## src/design/ru_sps_pkg.sv

```systemverilog
`timescale 1ns / 1ps
// ----------------------------------------------------------------------------
// RU slot packet selector package
// Shared types, constants and a helper function.
// ----------------------------------------------------------------------------
package ru_sps_pkg;

  localparam int TOTAL_SLOTS        = 33;
  localparam int IDX_W              = $clog2(TOTAL_SLOTS);
  localparam int CNT_W              = $clog2(TOTAL_SLOTS + 1);
  localparam int DEADLINE_FRAC_BITS = 4;
  localparam int NUM_MODES          = 5;
  localparam int LIM_W              = 24;
  localparam int K_W                = 18;
  localparam int PROD_W             = LIM_W + K_W;

  localparam logic [2:0] KIND_PLACED  = 3'd0;
  localparam logic [2:0] KIND_EVICTED = 3'd1;
  localparam logic [2:0] KIND_REJECT  = 3'd2;
  localparam logic [2:0] KIND_KEPT    = 3'd3;
  localparam logic [2:0] KIND_SUMMARY = 3'd4;

  localparam logic [2:0] MODE_RU484 = 3'd0;
  localparam logic [2:0] MODE_RU242 = 3'd1;
  localparam logic [2:0] MODE_RU106 = 3'd2;
  localparam logic [2:0] MODE_RU52  = 3'd3;
  localparam logic [2:0] MODE_RU26  = 3'd4;

  localparam logic [2:0] REG_START = 3'd0;
  localparam logic [2:0] REG_END   = 3'd1;
  localparam logic [2:0] REG_S484  = 3'd2;
  localparam logic [2:0] REG_S242  = 3'd3;
  localparam logic [2:0] REG_S106  = 3'd4;
  localparam logic [2:0] REG_S52   = 3'd5;
  localparam logic [2:0] REG_S26   = 3'd6;
  localparam logic [2:0] REG_BEAT  = 3'd7;

  typedef struct packed {
    logic        action;
    logic [15:0] packet_id;
    logic [15:0] penalty;
    logic [15:0] arrival;
    logic [15:0] data_size;
    logic [23:0] deadline_q;
  } in_item_t;

  typedef struct packed {
    logic [2:0]  kind;
    logic [2:0]  mode;
    logic [15:0] out_packet_id;
    logic [15:0] out_penalty;
    logic [21:0] score;
    logic        beats_best;
    logic        last;
    logic        free_ru484;
    logic [1:0]  free_ru242;
    logic [2:0]  free_ru106;
    logic [3:0]  free_ru52;
    logic [4:0]  free_ru26;
  } out_item_t;

  typedef struct packed {
    logic [15:0] id;
    logic [15:0] pen;
    logic [2:0]  mode;
  } entry_t;

  typedef struct packed {
    logic [15:0]                ivl_start;
    logic [15:0]                ivl_end;
    logic [NUM_MODES-1:0][4:0]  slots;
    logic signed [22:0]         score_to_beat;
  } cfg_t;

  // 100 x rate in tenths of Mbps, per unit size
  function automatic logic [K_W-1:0] rate_k(input logic [2:0] m);
    logic [K_W-1:0] k;
    case (m)
      MODE_RU484: k = K_W'(243800);
      MODE_RU242: k = K_W'(121900);
      MODE_RU106: k = K_W'(47200);
      MODE_RU52:  k = K_W'(22200);
      MODE_RU26:  k = K_W'(11100);
      default:    k = '0;
    endcase
    return k;
  endfunction

endpackage

```

## src/design/ru_slot_packet_selector_top.sv

```systemverilog
`timescale 1ns / 1ps
// ----------------------------------------------------------------------------
// RU slot packet selector
// Places offered packets on resource units and lists the selection.
// ----------------------------------------------------------------------------
//  channel | ports                                  | moves
//  --------+----------------------------------------+---------------------------
//  input   | in_valid, in_ready, in_data            | one offer or finish item
//  output  | out_valid, out_ready, out_data         | results, last marks the end
//  config  | psel, penable, pwrite, paddr, pwdata,  | registers at 4*index
//          | prdata, pready                         |
//
// One item at a time; in_ready is high only while the sequencer is idle. An
// offer skips a size without slots and runs a fit check on a size that is
// tried; a full size adds a scan of the stored entries and a decision, and
// an eviction a compaction pass over the later entries and a write-back.
// Finish steps through each size and, per kept packet, scans the store and
// lists the lowest-penalty unlisted one. The slot store has one read port.
// Reset is synchronous; no clearing pass. Output stalls hold the sequencer.
// ----------------------------------------------------------------------------
module ru_slot_packet_selector_top (
  input  logic                  clk,
  input  logic                  rst_n,
  input  logic                  in_valid,
  output logic                  in_ready,
  input  ru_sps_pkg::in_item_t  in_data,
  output logic                  out_valid,
  input  logic                  out_ready,
  output ru_sps_pkg::out_item_t out_data,
  input  logic                  psel,
  input  logic                  penable,
  input  logic                  pwrite,
  input  logic [4:0]            paddr,
  input  logic [31:0]           pwdata,
  output logic [31:0]           prdata,
  output logic                  pready
);
  import ru_sps_pkg::*;

  cfg_t      cfg_r;
  logic      out_valid_r;
  out_item_t out_data_r;
  logic      emit_valid;
  logic      emit_ready;
  out_item_t emit_data;
  logic      wr_en;

  assign pready = 1'b1;
  assign wr_en  = psel && penable && pwrite && pready;

  always_ff @(posedge clk) begin
    if (!rst_n) begin
      cfg_r.ivl_start     <= 16'd0;
      cfg_r.ivl_end       <= 16'd1;
      cfg_r.slots         <= {{(NUM_MODES-1){5'd0}}, 5'd1};
      cfg_r.score_to_beat <= -23'sd1;
    end else if (wr_en) begin
      case (paddr[4:2])
        REG_START: cfg_r.ivl_start     <= pwdata[15:0];
        REG_END:   cfg_r.ivl_end       <= pwdata[15:0];
        REG_S484:  cfg_r.slots[0]      <= {4'd0, pwdata[0]};
        REG_S242:  cfg_r.slots[1]      <= {3'd0, pwdata[1:0]};
        REG_S106:  cfg_r.slots[2]      <= {2'd0, pwdata[2:0]};
        REG_S52:   cfg_r.slots[3]      <= {1'd0, pwdata[3:0]};
        REG_S26:   cfg_r.slots[4]      <= pwdata[4:0];
        REG_BEAT:  cfg_r.score_to_beat <= $signed(pwdata[22:0]);
        default:   cfg_r.ivl_start     <= cfg_r.ivl_start;
      endcase
    end
  end

  always_comb begin
    case (paddr[4:2])
      REG_START: prdata = 32'(cfg_r.ivl_start);
      REG_END:   prdata = 32'(cfg_r.ivl_end);
      REG_S484:  prdata = 32'(cfg_r.slots[0]);
      REG_S242:  prdata = 32'(cfg_r.slots[1]);
      REG_S106:  prdata = 32'(cfg_r.slots[2]);
      REG_S52:   prdata = 32'(cfg_r.slots[3]);
      REG_S26:   prdata = 32'(cfg_r.slots[4]);
      REG_BEAT:  prdata = 32'(unsigned'(cfg_r.score_to_beat));
      default:   prdata = '0;
    endcase
  end

  ru_sps_ctrl u_ctrl (
    .clk        (clk),
    .rst_n      (rst_n),
    .in_valid   (in_valid),
    .in_ready   (in_ready),
    .in_data    (in_data),
    .cfg        (cfg_r),
    .emit_valid (emit_valid),
    .emit_ready (emit_ready),
    .emit_data  (emit_data)
  );

  // output register: take a new item when empty or being drained
  assign emit_ready = !out_valid_r || out_ready;

  always_ff @(posedge clk) begin
    if (!rst_n) begin
      out_valid_r <= 1'b0;
    end else if (emit_ready) begin
      out_valid_r <= emit_valid;
    end
  end

  always_ff @(posedge clk) begin
    if (emit_ready && emit_valid) begin
      out_data_r <= emit_data;
    end
  end

  assign out_valid = out_valid_r;
  assign out_data  = out_data_r;

endmodule

```

## src/design/ru_sps_ram.sv

```systemverilog
`timescale 1ns / 1ps
// ----------------------------------------------------------------------------
// Generic RAM
// One write port, one read port with registered read data.
// ----------------------------------------------------------------------------
module ru_sps_ram #(
  parameter int WIDTH = 8,
  parameter int DEPTH = 16
) (
  input  logic                     clk,
  input  logic                     we,
  input  logic [$clog2(DEPTH)-1:0] waddr,
  input  logic [WIDTH-1:0]         wdata,
  input  logic [$clog2(DEPTH)-1:0] raddr,
  output logic [WIDTH-1:0]         rdata
);

  logic [WIDTH-1:0] mem [DEPTH];

  always_ff @(posedge clk) begin
    if (we) begin
      mem[waddr] <= wdata;
    end
    rdata <= mem[raddr];
  end

endmodule

```

## src/design/ru_sps_fit.sv

```systemverilog
`timescale 1ns / 1ps
// ----------------------------------------------------------------------------
// RU fit check
// Registered product of rate and time budget, compared against the payload.
// ----------------------------------------------------------------------------
module ru_sps_fit (
  input  logic               clk,
  input  logic [2:0]         mode,
  input  ru_sps_pkg::cfg_t   cfg,
  input  ru_sps_pkg::in_item_t item,
  output logic               fit
);
  import ru_sps_pkg::*;

  logic [LIM_W-1:0]  start_q;
  logic [LIM_W-1:0]  end_q;
  logic [LIM_W-1:0]  lim;
  logic [PROD_W-1:0] prod_r;
  logic              ok_r;
  logic [PROD_W-1:0] need;

  assign start_q = LIM_W'(cfg.ivl_start) << DEADLINE_FRAC_BITS;
  assign end_q   = LIM_W'(cfg.ivl_end) << DEADLINE_FRAC_BITS;
  assign lim     = (item.deadline_q < end_q) ? item.deadline_q : end_q;

  always_ff @(posedge clk) begin
    ok_r   <= (item.arrival <= cfg.ivl_start) && (start_q <= lim);
    prod_r <= PROD_W'(rate_k(mode)) * PROD_W'(lim - start_q);
  end

  // bits * 2^frac, compared against rate * (limit - start)
  assign need = PROD_W'(item.data_size) << (3 + DEADLINE_FRAC_BITS);
  assign fit  = ok_r && (prod_r >= need);

endmodule

```

## src/design/ru_sps_ctrl.sv

```systemverilog
`timescale 1ns / 1ps
// ----------------------------------------------------------------------------
// RU selector sequencer
// Scans the slot store, places, rejects, evicts, compacts and lists kept packets.
// ----------------------------------------------------------------------------
module ru_sps_ctrl (
  input  logic                  clk,
  input  logic                  rst_n,
  input  logic                  in_valid,
  output logic                  in_ready,
  input  ru_sps_pkg::in_item_t  in_data,
  input  ru_sps_pkg::cfg_t      cfg,
  output logic                  emit_valid,
  input  logic                  emit_ready,
  output ru_sps_pkg::out_item_t emit_data
);
  import ru_sps_pkg::*;

  localparam logic [3:0] ST_IDLE   = 4'd0;
  localparam logic [3:0] ST_TRY    = 4'd1;
  localparam logic [3:0] ST_FCMP   = 4'd2;
  localparam logic [3:0] ST_SCAN   = 4'd3;
  localparam logic [3:0] ST_OFFDEC = 4'd4;
  localparam logic [3:0] ST_PLACE  = 4'd5;
  localparam logic [3:0] ST_EVICT  = 4'd6;
  localparam logic [3:0] ST_SHIFT  = 4'd7;
  localparam logic [3:0] ST_EVWR   = 4'd8;
  localparam logic [3:0] ST_REJ    = 4'd9;
  localparam logic [3:0] ST_LSTART = 4'd10;
  localparam logic [3:0] ST_LEMIT  = 4'd11;
  localparam logic [3:0] ST_SUM    = 4'd12;

  logic [3:0]                state_r;
  in_item_t                  item_r;
  logic [2:0]                mode_r;
  logic [4:0]                n_r;
  logic [NUM_MODES-1:0][4:0] counts_r;
  logic [21:0]               score_r;
  logic [CNT_W-1:0]          ins_r;
  logic [TOTAL_SLOTS-1:0]    listed_r;
  logic [CNT_W-1:0]          idx_r;
  logic                      rdv_r;
  logic [IDX_W-1:0]          rdidx_r;
  logic                      found_r;
  logic [IDX_W-1:0]          best_idx_r;
  logic [15:0]               best_pen_r;
  logic [15:0]               best_id_r;

  logic             ram_we;
  logic [IDX_W-1:0] ram_waddr;
  entry_t           ram_wdata;
  entry_t           ram_rdata;
  logic             rd_issue;
  logic             hit;
  logic             scan_done;
  logic             fit;
  logic [4:0]       cap;
  logic [4:0]       cnt;
  logic [21:0]      score_evict;
  logic [NUM_MODES-1:0][4:0] free_v;

  ru_sps_ram #(.WIDTH($bits(entry_t)), .DEPTH(TOTAL_SLOTS)) u_store (
    .clk   (clk),
    .we    (ram_we),
    .waddr (ram_waddr),
    .wdata (ram_wdata),
    .raddr (idx_r[IDX_W-1:0]),
    .rdata (ram_rdata)
  );

  ru_sps_fit u_fit (
    .clk  (clk),
    .mode (mode_r),
    .cfg  (cfg),
    .item (item_r),
    .fit  (fit)
  );

  assign in_ready  = (state_r == ST_IDLE);
  assign cap       = (mode_r < 3'(NUM_MODES)) ? cfg.slots[mode_r] : 5'd0;
  assign cnt       = (mode_r < 3'(NUM_MODES)) ? counts_r[mode_r] : 5'd0;
  assign rd_issue  = ((state_r == ST_SCAN) || (state_r == ST_SHIFT)) && (idx_r < ins_r);
  assign scan_done = (idx_r >= ins_r) && !rdv_r;
  assign hit = rdv_r && (state_r == ST_SCAN) && (ram_rdata.mode == mode_r) &&
               !(item_r.action && listed_r[rdidx_r]) &&
               (!found_r || (ram_rdata.pen < best_pen_r));
  assign score_evict = score_r + 22'(item_r.penalty) - 22'(best_pen_r);

  always_comb begin
    for (int m = 0; m < NUM_MODES; m++) begin
      free_v[m] = (counts_r[m] < cfg.slots[m]) ? cfg.slots[m] - counts_r[m] : 5'd0;
    end
  end

  // store writes: compaction moves entries down, then new packets append
  always_comb begin
    ram_we    = 1'b0;
    ram_waddr = ins_r[IDX_W-1:0];
    ram_wdata = '{id: item_r.packet_id, pen: item_r.penalty, mode: mode_r};
    case (state_r)
      ST_PLACE: ram_we = emit_ready;
      ST_SHIFT: begin
        ram_we    = rdv_r;
        ram_waddr = rdidx_r - IDX_W'(1);
        ram_wdata = ram_rdata;
      end
      ST_EVWR: begin
        ram_we    = 1'b1;
        ram_waddr = IDX_W'(ins_r - CNT_W'(1));
      end
      default: ram_we = 1'b0;
    endcase
  end

  always_comb begin
    emit_valid = 1'b0;
    emit_data  = '0;
    emit_data.last  = 1'b1;
    emit_data.score = score_r;
    case (state_r)
      ST_PLACE: begin
        emit_valid              = 1'b1;
        emit_data.kind          = KIND_PLACED;
        emit_data.mode          = mode_r;
        emit_data.out_packet_id = item_r.packet_id;
        emit_data.out_penalty   = item_r.penalty;
        emit_data.score         = score_r + 22'(item_r.penalty);
      end
      ST_EVICT: begin
        emit_valid              = 1'b1;
        emit_data.kind          = KIND_EVICTED;
        emit_data.mode          = mode_r;
        emit_data.out_packet_id = best_id_r;
        emit_data.out_penalty   = best_pen_r;
        emit_data.score         = score_evict;
      end
      ST_REJ: begin
        emit_valid              = 1'b1;
        emit_data.kind          = KIND_REJECT;
        emit_data.out_packet_id = item_r.packet_id;
        emit_data.out_penalty   = item_r.penalty;
      end
      ST_LEMIT: begin
        emit_valid              = found_r;
        emit_data.kind          = KIND_KEPT;
        emit_data.mode          = mode_r;
        emit_data.out_packet_id = best_id_r;
        emit_data.out_penalty   = best_pen_r;
        emit_data.last          = 1'b0;
      end
      ST_SUM: begin
        emit_valid           = 1'b1;
        emit_data.kind       = KIND_SUMMARY;
        emit_data.beats_best = $signed({1'b0, score_r}) >= cfg.score_to_beat;
        emit_data.free_ru484 = free_v[0][0];
        emit_data.free_ru242 = free_v[1][1:0];
        emit_data.free_ru106 = free_v[2][2:0];
        emit_data.free_ru52  = free_v[3][3:0];
        emit_data.free_ru26  = free_v[4];
      end
      default: emit_valid = 1'b0;
    endcase
  end

  always_ff @(posedge clk) begin
    if (!rst_n) begin
      state_r  <= ST_IDLE;
      counts_r <= '0;
      score_r  <= '0;
      ins_r    <= '0;
      listed_r <= '0;
      rdv_r    <= 1'b0;
      idx_r    <= '0;
      found_r  <= 1'b0;
      mode_r   <= '0;
      n_r      <= '0;
    end else begin
      rdv_r   <= rd_issue;
      rdidx_r <= idx_r[IDX_W-1:0];
      if (rd_issue) begin
        idx_r <= idx_r + CNT_W'(1);
      end
      if (hit) begin
        found_r    <= 1'b1;
        best_idx_r <= rdidx_r;
        best_pen_r <= ram_rdata.pen;
        best_id_r  <= ram_rdata.id;
      end
      case (state_r)
        ST_IDLE: begin
          if (in_valid) begin
            item_r <= in_data;
            n_r    <= '0;
            if (in_data.action) begin
              mode_r  <= MODE_RU484;
              state_r <= ST_LSTART;
            end else begin
              mode_r  <= MODE_RU26;
              state_r <= ST_TRY;
            end
          end
        end
        ST_TRY: begin
          if (cap != 5'd0) begin
            state_r <= ST_FCMP;
          end else if (mode_r == MODE_RU484) begin
            state_r <= ST_REJ;
          end else begin
            mode_r <= mode_r - 3'd1;
          end
        end
        ST_FCMP: begin
          if (!fit) begin
            if (mode_r == MODE_RU484) begin
              state_r <= ST_REJ;
            end else begin
              mode_r  <= mode_r - 3'd1;
              state_r <= ST_TRY;
            end
          end else if ((cnt < cap) && (ins_r < CNT_W'(TOTAL_SLOTS))) begin
            state_r <= ST_PLACE;
          end else begin
            idx_r   <= '0;
            found_r <= 1'b0;
            state_r <= ST_SCAN;
          end
        end
        ST_SCAN: begin
          if (scan_done) begin
            state_r <= item_r.action ? ST_LEMIT : ST_OFFDEC;
          end
        end
        ST_OFFDEC: begin
          if (found_r && (best_pen_r < item_r.penalty)) begin
            state_r <= ST_EVICT;
          end else if (mode_r == MODE_RU484) begin
            state_r <= ST_REJ;
          end else begin
            mode_r  <= mode_r - 3'd1;
            state_r <= ST_TRY;
          end
        end
        ST_EVICT: begin
          if (emit_ready) begin
            score_r <= score_evict;
            idx_r   <= CNT_W'(best_idx_r) + CNT_W'(1);
            state_r <= ST_SHIFT;
          end
        end
        ST_SHIFT: begin
          if (scan_done) begin
            state_r <= ST_EVWR;
          end
        end
        ST_EVWR: state_r <= ST_IDLE;
        ST_PLACE: begin
          if (emit_ready) begin
            ins_r            <= ins_r + CNT_W'(1);
            counts_r[mode_r] <= cnt + 5'd1;
            score_r          <= score_r + 22'(item_r.penalty);
            state_r          <= ST_IDLE;
          end
        end
        ST_REJ: begin
          if (emit_ready) begin
            state_r <= ST_IDLE;
          end
        end
        ST_LSTART: begin
          if (mode_r == 3'(NUM_MODES)) begin
            state_r <= ST_SUM;
          end else if (n_r < cnt) begin
            idx_r   <= '0;
            found_r <= 1'b0;
            state_r <= ST_SCAN;
          end else begin
            mode_r <= mode_r + 3'd1;
            n_r    <= '0;
          end
        end
        ST_LEMIT: begin
          if (!found_r) begin
            mode_r  <= mode_r + 3'd1;
            n_r     <= '0;
            state_r <= ST_LSTART;
          end else if (emit_ready) begin
            listed_r[best_idx_r] <= 1'b1;
            n_r                  <= n_r + 5'd1;
            state_r              <= ST_LSTART;
          end
        end
        ST_SUM: begin
          if (emit_ready) begin
            counts_r <= '0;
            score_r  <= '0;
            ins_r    <= '0;
            listed_r <= '0;
            state_r  <= ST_IDLE;
          end
        end
        default: state_r <= ST_IDLE;
      endcase
    end
  end

endmodule

```

## config.mk

```make
export PLATFORM = sky130hd
export DESIGN_NAME = ru_slot_packet_selector_top
export DESIGN_NICKNAME = d
export VERILOG_FILES = /design/src/design/ru_sps_pkg.sv /design/src/design/ru_slot_packet_selector_top.sv /design/src/design/ru_sps_ram.sv /design/src/design/ru_sps_fit.sv /design/src/design/ru_sps_ctrl.sv
export SDC_FILE = /design/constraint.sdc
export NUM_CORES = 2
export LEC_CHECK = 0
export ABC_AREA = 1
export BUFFER_PORTS_ARGS = -buffer_cell sky130_fd_sc_hd__buf_2
export CORE_ASPECT_RATIO = 1.2
export CORE_MARGIN = 2
export CORE_UTILIZATION = 40
export CTS_BUF_LIST = sky130_fd_sc_hd__clkbuf_4
export CTS_CLUSTER_SIZE = 8
export DETAILED_ROUTE_END_ITERATION = 16
export GPL_ROUTABILITY_DRIVEN = 1
export PLACE_DENSITY = 0.57
export SLEW_MARGIN = 15
export SYNTH_ARGS = -nofsm -noshare
export SYNTH_HDL_FRONTEND = slang
export SYNTH_SLANG_ARGS = --single-unit
```

## constraint.sdc

```tcl
create_clock -name clk -period 9.8 [get_ports clk]
set_clock_uncertainty 0.15 [all_clocks]
set_input_delay 0 -clock clk [delete_from_list [all_inputs] [get_ports clk]]
set_output_delay 0 -clock clk [all_outputs]
set_load 0.01 [all_outputs]
```

## Word-level counts from Yosys, hierarchy flattened

Memory sizes are Yosys's and may differ from the RTL's. A register that Yosys moved wholly into a read port is not among the register bits.
Cells that the tools add are included.

| cells by class | value |
|---|---|
| add/subtract/negate cells | 17 |
| multiply operators | 1 |
| magnitude comparators | 23 |
| eq/ne operators | 43 |
| muxes and demuxes | 87 |
| bitwise operators | 1 |
| reduce and logical (&&, ||, !) cells | 58 |

Operator list:

| kind | number |
|---|---|
| 32-bit one-hot mux with 8 select lines | 1 |
| 33-bit 2-to-1 mux | 3 |
| 18-bit one-hot mux with 5 select lines | 1 |
| 22-bit 2-to-1 mux | 3 |
| 22-bit one-hot mux with 3 select lines | 1 |
| 33-bit one-hot mux with 2 select lines | 1 |
| 4-bit 2-to-1 mux | 16 |
| 32-bit one-hot mux with 2 select lines | 1 |
| 25-bit 2-to-1 mux | 2 |
| 5-bit 2-to-1 mux | 10 |
| 25-bit one-hot mux with 2 select lines | 1 |
| 6-bit 2-to-1 mux | 8 |
| 22-bit one-hot mux with 2 select lines | 1 |
| 42-bit by 23-bit greater-or-equal comparator with 1-bit output | 1 |
| 19-bit by 25-bit multiplier with 42-bit output | 1 |
| 4-bit one-hot mux with 10 select lines | 1 |
| 35-bit 2-to-1 mux | 1 |
| 33-bit OR | 1 |
| 16-bit less-than comparator | 2 |
| 5-bit binary-select mux with 3-bit select | 2 |
| 3-bit 2-to-1 mux | 10 |
| 2-bit AND reduction | 14 |
| 25-bit bitwise mux | 1 |
| 24-bit by 20-bit subtractor with 25-bit output | 1 |
| 69 further kinds | 146 |

| word-level totals | value |
|---|---|
| register bits | 430 |
| RAM bits | 1,155 |
| bits of input ports | 133 |
| memories | 1 |

Memories:

| memory | words | width | read ports | clocked after memory_dff | write ports | RTL line | RTL |
|---|---|---|---|---|---|---|---|
| u_ctrl.u_store.mem | 33 | 35 | 1 | 1 | 1 | ru_sps_ram.sv:18 | `logic [WIDTH-1:0] mem [DEPTH];` |

## Depth between registers and ports, before layout

| logic depth | value |
|---|---|
| depth after elaboration | 10 |
| depth in mapped cells | 50 |
| mapped depth without buffers | 47 |

## Hierarchy

From an unflattened synthesis, not the netlist that was laid out.

| unflattened totals | value |
|---|---|
| cells, all modules | 8,840 |
| area total of the unflattened synthesis | 86,325.3 µm² |

By module, submodules not included:

| module | times used | cells each | area an instance (µm²) | sequential area each (µm²) |
|---|---|---|---|---|
| ru_sps_ram | 1 | 3,924 | 47,086.4 | 35,383.9 |
| ru_sps_fit | 1 | 2,302 | 17,874.6 | 820.8 |
| ru_sps_ctrl | 1 | 2,082 | 15,837.7 | 6,115.9 |
| ru_slot_packet_selector_top | 1 | 532 | 5,526.6 | 3,733.6 |

## Least setup slack after synthesis

OpenSTA, ideal clock, no wires.

| path | value |
|---|---|
| path type | register to register |
| start | reg u_ctrl.item_r[9] (netlist bit) |
| end | reg u_ctrl.u_fit.prod_r[36] |
| setup time | 72 ps |
| arrival time | 8,252 ps |
| path slack | 1,326 ps |
| cell stages (with the launch flop) | 41 |
| buffers on the path | 3 |
| period minus slack after synthesis | 8,474 ps |
| path through | edfxtp_1 > ha_1 > a21oi_1 > o21ai_0 > nand2_1 > o211ai_1 > a21oi_1 > and2_1 > clkbuf_1 > clkbuf_1 > o21ai_0 > fa_1 > nand3_1 > nand2_1 > a21oi_1 > o21ai_2 > a21oi_1 > o21ai_0 > [5 not listed] > fa_1 > fa_1 > inv_1 > fa_1 > fa_1 > inv_1 > fa_1 > inv_1 > ha_1 > nand2_1 > nor2_1 > inv_1 > nor2_1 > nand3_1 > o21ai_0 > nand3_1 > o211ai_1 > xor2_1 |

| between the ends | value |
|---|---|
| word-level cells in the longest chain between the ends | 4 |

RTL lines:

| element | RTL line | RTL |
|---|---|---|
| start, declared | ru_sps_ctrl.sv:34 | `in_item_t item_r;` |
| start signal, assigned | ru_sps_ctrl.sv:192 | `item_r <= in_data;` |
| 24-bit by 20-bit less-than comparator with 1-bit output | ru_sps_fit.sv:24 | `assign lim = (item.deadline_q < end_q) ? item.deadline_q : end_q;` |
| 24-bit 2-to-1 mux * | ru_sps_fit.sv:24 |  |
| 24-bit by 20-bit subtractor with 25-bit output * | ru_sps_fit.sv:28 | `prod_r <= PROD_W'(rate_k(mode)) * PROD_W'(lim - start_q);` |
| 19-bit by 25-bit multiplier with 42-bit output * | ru_sps_fit.sv:28 |  |
| end signal, assigned | ru_sps_fit.sv:28 |  |
| end, declared | ru_sps_fit.sv:18 | `logic [PROD_W-1:0] prod_r;` |

Mark *: on every way between the ends. The rest lies on a longest branch, timed or not.
A chain may end at the register's enable or synchronous reset.

## Worst setup path after layout

| path | value |
|---|---|
| start | reg u_ctrl.item_r[18] (netlist bit) |
| end | reg u_ctrl.u_fit.prod_r[36] |

Same word-level chain as after synthesis.

==> impl_metrics.toml <==
[outcome]
status = "finished, final reports clean"

[cts]
cts_buffers = 416
clk_path_buf_depth = 4
worstSkewPairLatency_ps = 1390
cts_setup_buffers = 0
h-tree-depth = 5
clkTransAtPathRegs_ps = 80
cts-root-buf = "clkbuf_4"
cts_num_sinks = 1618
cts_tree = "yes"

[timing]
drv_slew = 0
fmax_ghz = 0.108
slew_headroom_pct = 11.9
finalSetupViolCount = 0
period_needed_ps = 9240
worst_pin_slew_ps = 1320
period_share_pct = 94.3
hold_violations = 0

[synthesis]
netlist_area_mm2 = 0.0839
async_flop_share_pct = 0
syn-mean-instance-area_um2 = 10.8
ys_seq_area_share_pct = 54.9
synth-seq-cells = 1618
syn_inst = 7767
synth-main-ff-cell = "edfxtp_1"
synth_edf_count = 1365
synth_cell_types = 60
yosysWarningCount = 0

[cells_and_area]
syn2layout_area_growth_pct = 16.9
nets = 9469
final_cells = 11700
drive_above_1_share_pct = 13.2
finalInstanceArea_mm2 = 0.0981

[placement]
portBuffers = 223
dpl.hpwl_um = 161000
placed_cells = 10600
routabilityCongestion = 0.922
dpl_cell_area_mm2 = 0.0887

[setup_path]
cp_data_required_time_ps = 10860
cp_common_cell = "nand2_1"
cp.arrival_ps = 10300
crit_path_end_kind = "register"
crit_fanout = 8
critical_path_class = "register to register"
critPathMaxStageDelay_ps = 560
slowest_stage = "fa_1"
cp-start-kind = "register"

[route]
drc = 0
ant_nets = 0
dr.pass1.iters = 9
drt-total-wl_um = 263000
routedWlPerCell_um = 22.5
via_per_inst = 5.38
drtIter0Drc = 5620
vias = 63100

[die]
ios = 245
die_area_mm2 = 0.214
rows = 184
initial_core_util_pct = 40.2
core_mm2 = 0.209
die_x_um = 422
dieHeight_um = 506

[grt]
grt_pass1_vias = 63000
grt_pass1_wl_um = 392000
antenna_found_initial = 8
grt_start_max_net_pins = 225
grt_overflow_total = 0
grt_util_all_layers_pct = 24.3

[flow_run]
max_cap_viol_count = 0

[hold_path]
hp-class = "primary input to register"
[cells in the mapped netlist, types with 11 or more instances]
cell	count	area, um2
nor3_1	47	235
o21ai_0	510	2550
fa_1	383	7670
nor2_1	1147	4310
or2_2	20	125
o21a_1	13	97.6
buf_2	30	150
edfxtp_1	1365	41000
xor2_1	60	526
xnor2_1	34	298
ha_1	347	4340
nor4_1	11	68.8
a21oi_1	388	1940
nand4_1	47	294
nand3_1	239	1200
inv_1	951	3570
buf_1	23	86.3
buf_4	12	90.1
dfxtp_1	253	5060
o32ai_1	171	1500
nand2_1	888	3330
o211ai_1	71	533
a31oi_1	42	263
o21ai_1	12	60.1
a22o_1	24	210
mux2i_1	110	1100
o221ai_1	126	1100
o22ai_1	28	175
a211oi_1	12	90.1
inv_2	29	109
clkbuf_1	276	1040
[critical path, delay by kind of cell, from the launching register on]
family	cells	cell delay, ps
buffers and inverters	7	660
XOR/XNOR	1	190
AND/OR/NAND/NOR	19	2550
adder cells (fa/ha/maj)	9	4200
AO/OA/AOI/OAI	4	830
flip-flops	1	440
[per-stage QoR]
step	utilization, %	setup TNS, ps	hold slack, ps	setup slack, ps
4_1_cts	46.8	0	1.82	300
5_1_grt	46.9	-2.07	78.5	-2.07
2_1_floorplan	-	0	-51.1	1330
3_5_place_dp	42.5	0	28.4	455
3_3_place_gp	42.5	0	28.3	431
6_report	46.9	0	170	561
[state kept, by name, indices dropped and copies added, names as in the netlist, 16 cells and up]
register,cells
u_ctrl.listed_r,33
u_ctrl.best_pen_r,16
u_ctrl.best_id_r,16
u_ctrl.score_r,22
u_ctrl.counts_r,25
cfg_r,70
u_ctrl.item_r,89
u_ctrl.u_store.mem,1155
out_data,77
u_ctrl.u_fit.prod_r,40
u_ctrl.u_store.rdata,35
[repair_timing]
| action | in CTS | in global routing |
|---|---|---|
| hold endpoints to repair | 475 | 0 |
| hold buffers | 399 | 0 |
| endpoints found under the setup margin | 0 | 21 |
| resized for setup | 0 | 15 |
[cell families after synthesis]
logic type,share of synthesized area [%]
AOI/OAI and AO/OA,10.6
other,0.00895
adders and majority gates,14.3
and+or+nand+nor,11.8
buffers and inverters,6.05
DFF,54.9
xor gates and xnor gates,0.981
muxes,1.31
[layout make-up]
class	instances	area [um2]
sequential	1618	46100
inverter	987	3710
fill	19300	111000
antenna	5	12.5
timing repair buffer	755	6190
clock buffer	615	4620
tap	2790	3490
clock inverter	120	552
multi-input combinational	4828	33500
[path summary, 6_finish.rpt]
kind	from	endpoint	slack (ps)	cells after the start
max	u_ctrl.item_r[18]	u_ctrl.u_fit.prod_r[36]	560	40
max reg2reg	u_ctrl.item_r[18]	u_ctrl.u_fit.prod_r[36]	560	40
min reg2reg	u_ctrl.u_store.rdata[27]	u_ctrl.best_id_r[8]	220	0
min	pwdata[1]	cfg_r[65]	170	5
[layout by cell type (no fill, tap or decap), drive strengths merged, types with 24 or more instances in the layout]
cell type and instances:
a21oi 391, a22o 24, a31oi 42, buf 356
clkbuf 615, clkinv 113, dfxtp 253, dlygate4sd3 399
edfxtp 1365, fa 383, ha 347, inv 991
mux2i 110, nand2 895, nand3 247, nand4 47
nor2 1157, nor3 49, o211ai 72, o21ai 530
o221ai 126, o22ai 28, o32ai 171, xnor2 34
xor2 60
[layer usage]
| metal | vias to the layer above | global-route usage [%] | part of all wire, % |
|---|---|---|---|
| li1 | 28700 | - | - |
| met1 | 31300 | 30.7 | 40 |
| met2 | 2556 | 41.5 | 49 |
| met3 | 510 | 3.92 | 6.7 |
| met4 | 2 | 9.73 | 3.8 |
| met5 | - | 0 | 0.0049 |
Power is left out: the tool's default activity adds up to more than one toggle a clock period on the data nets, which glitch-free logic cannot reach.
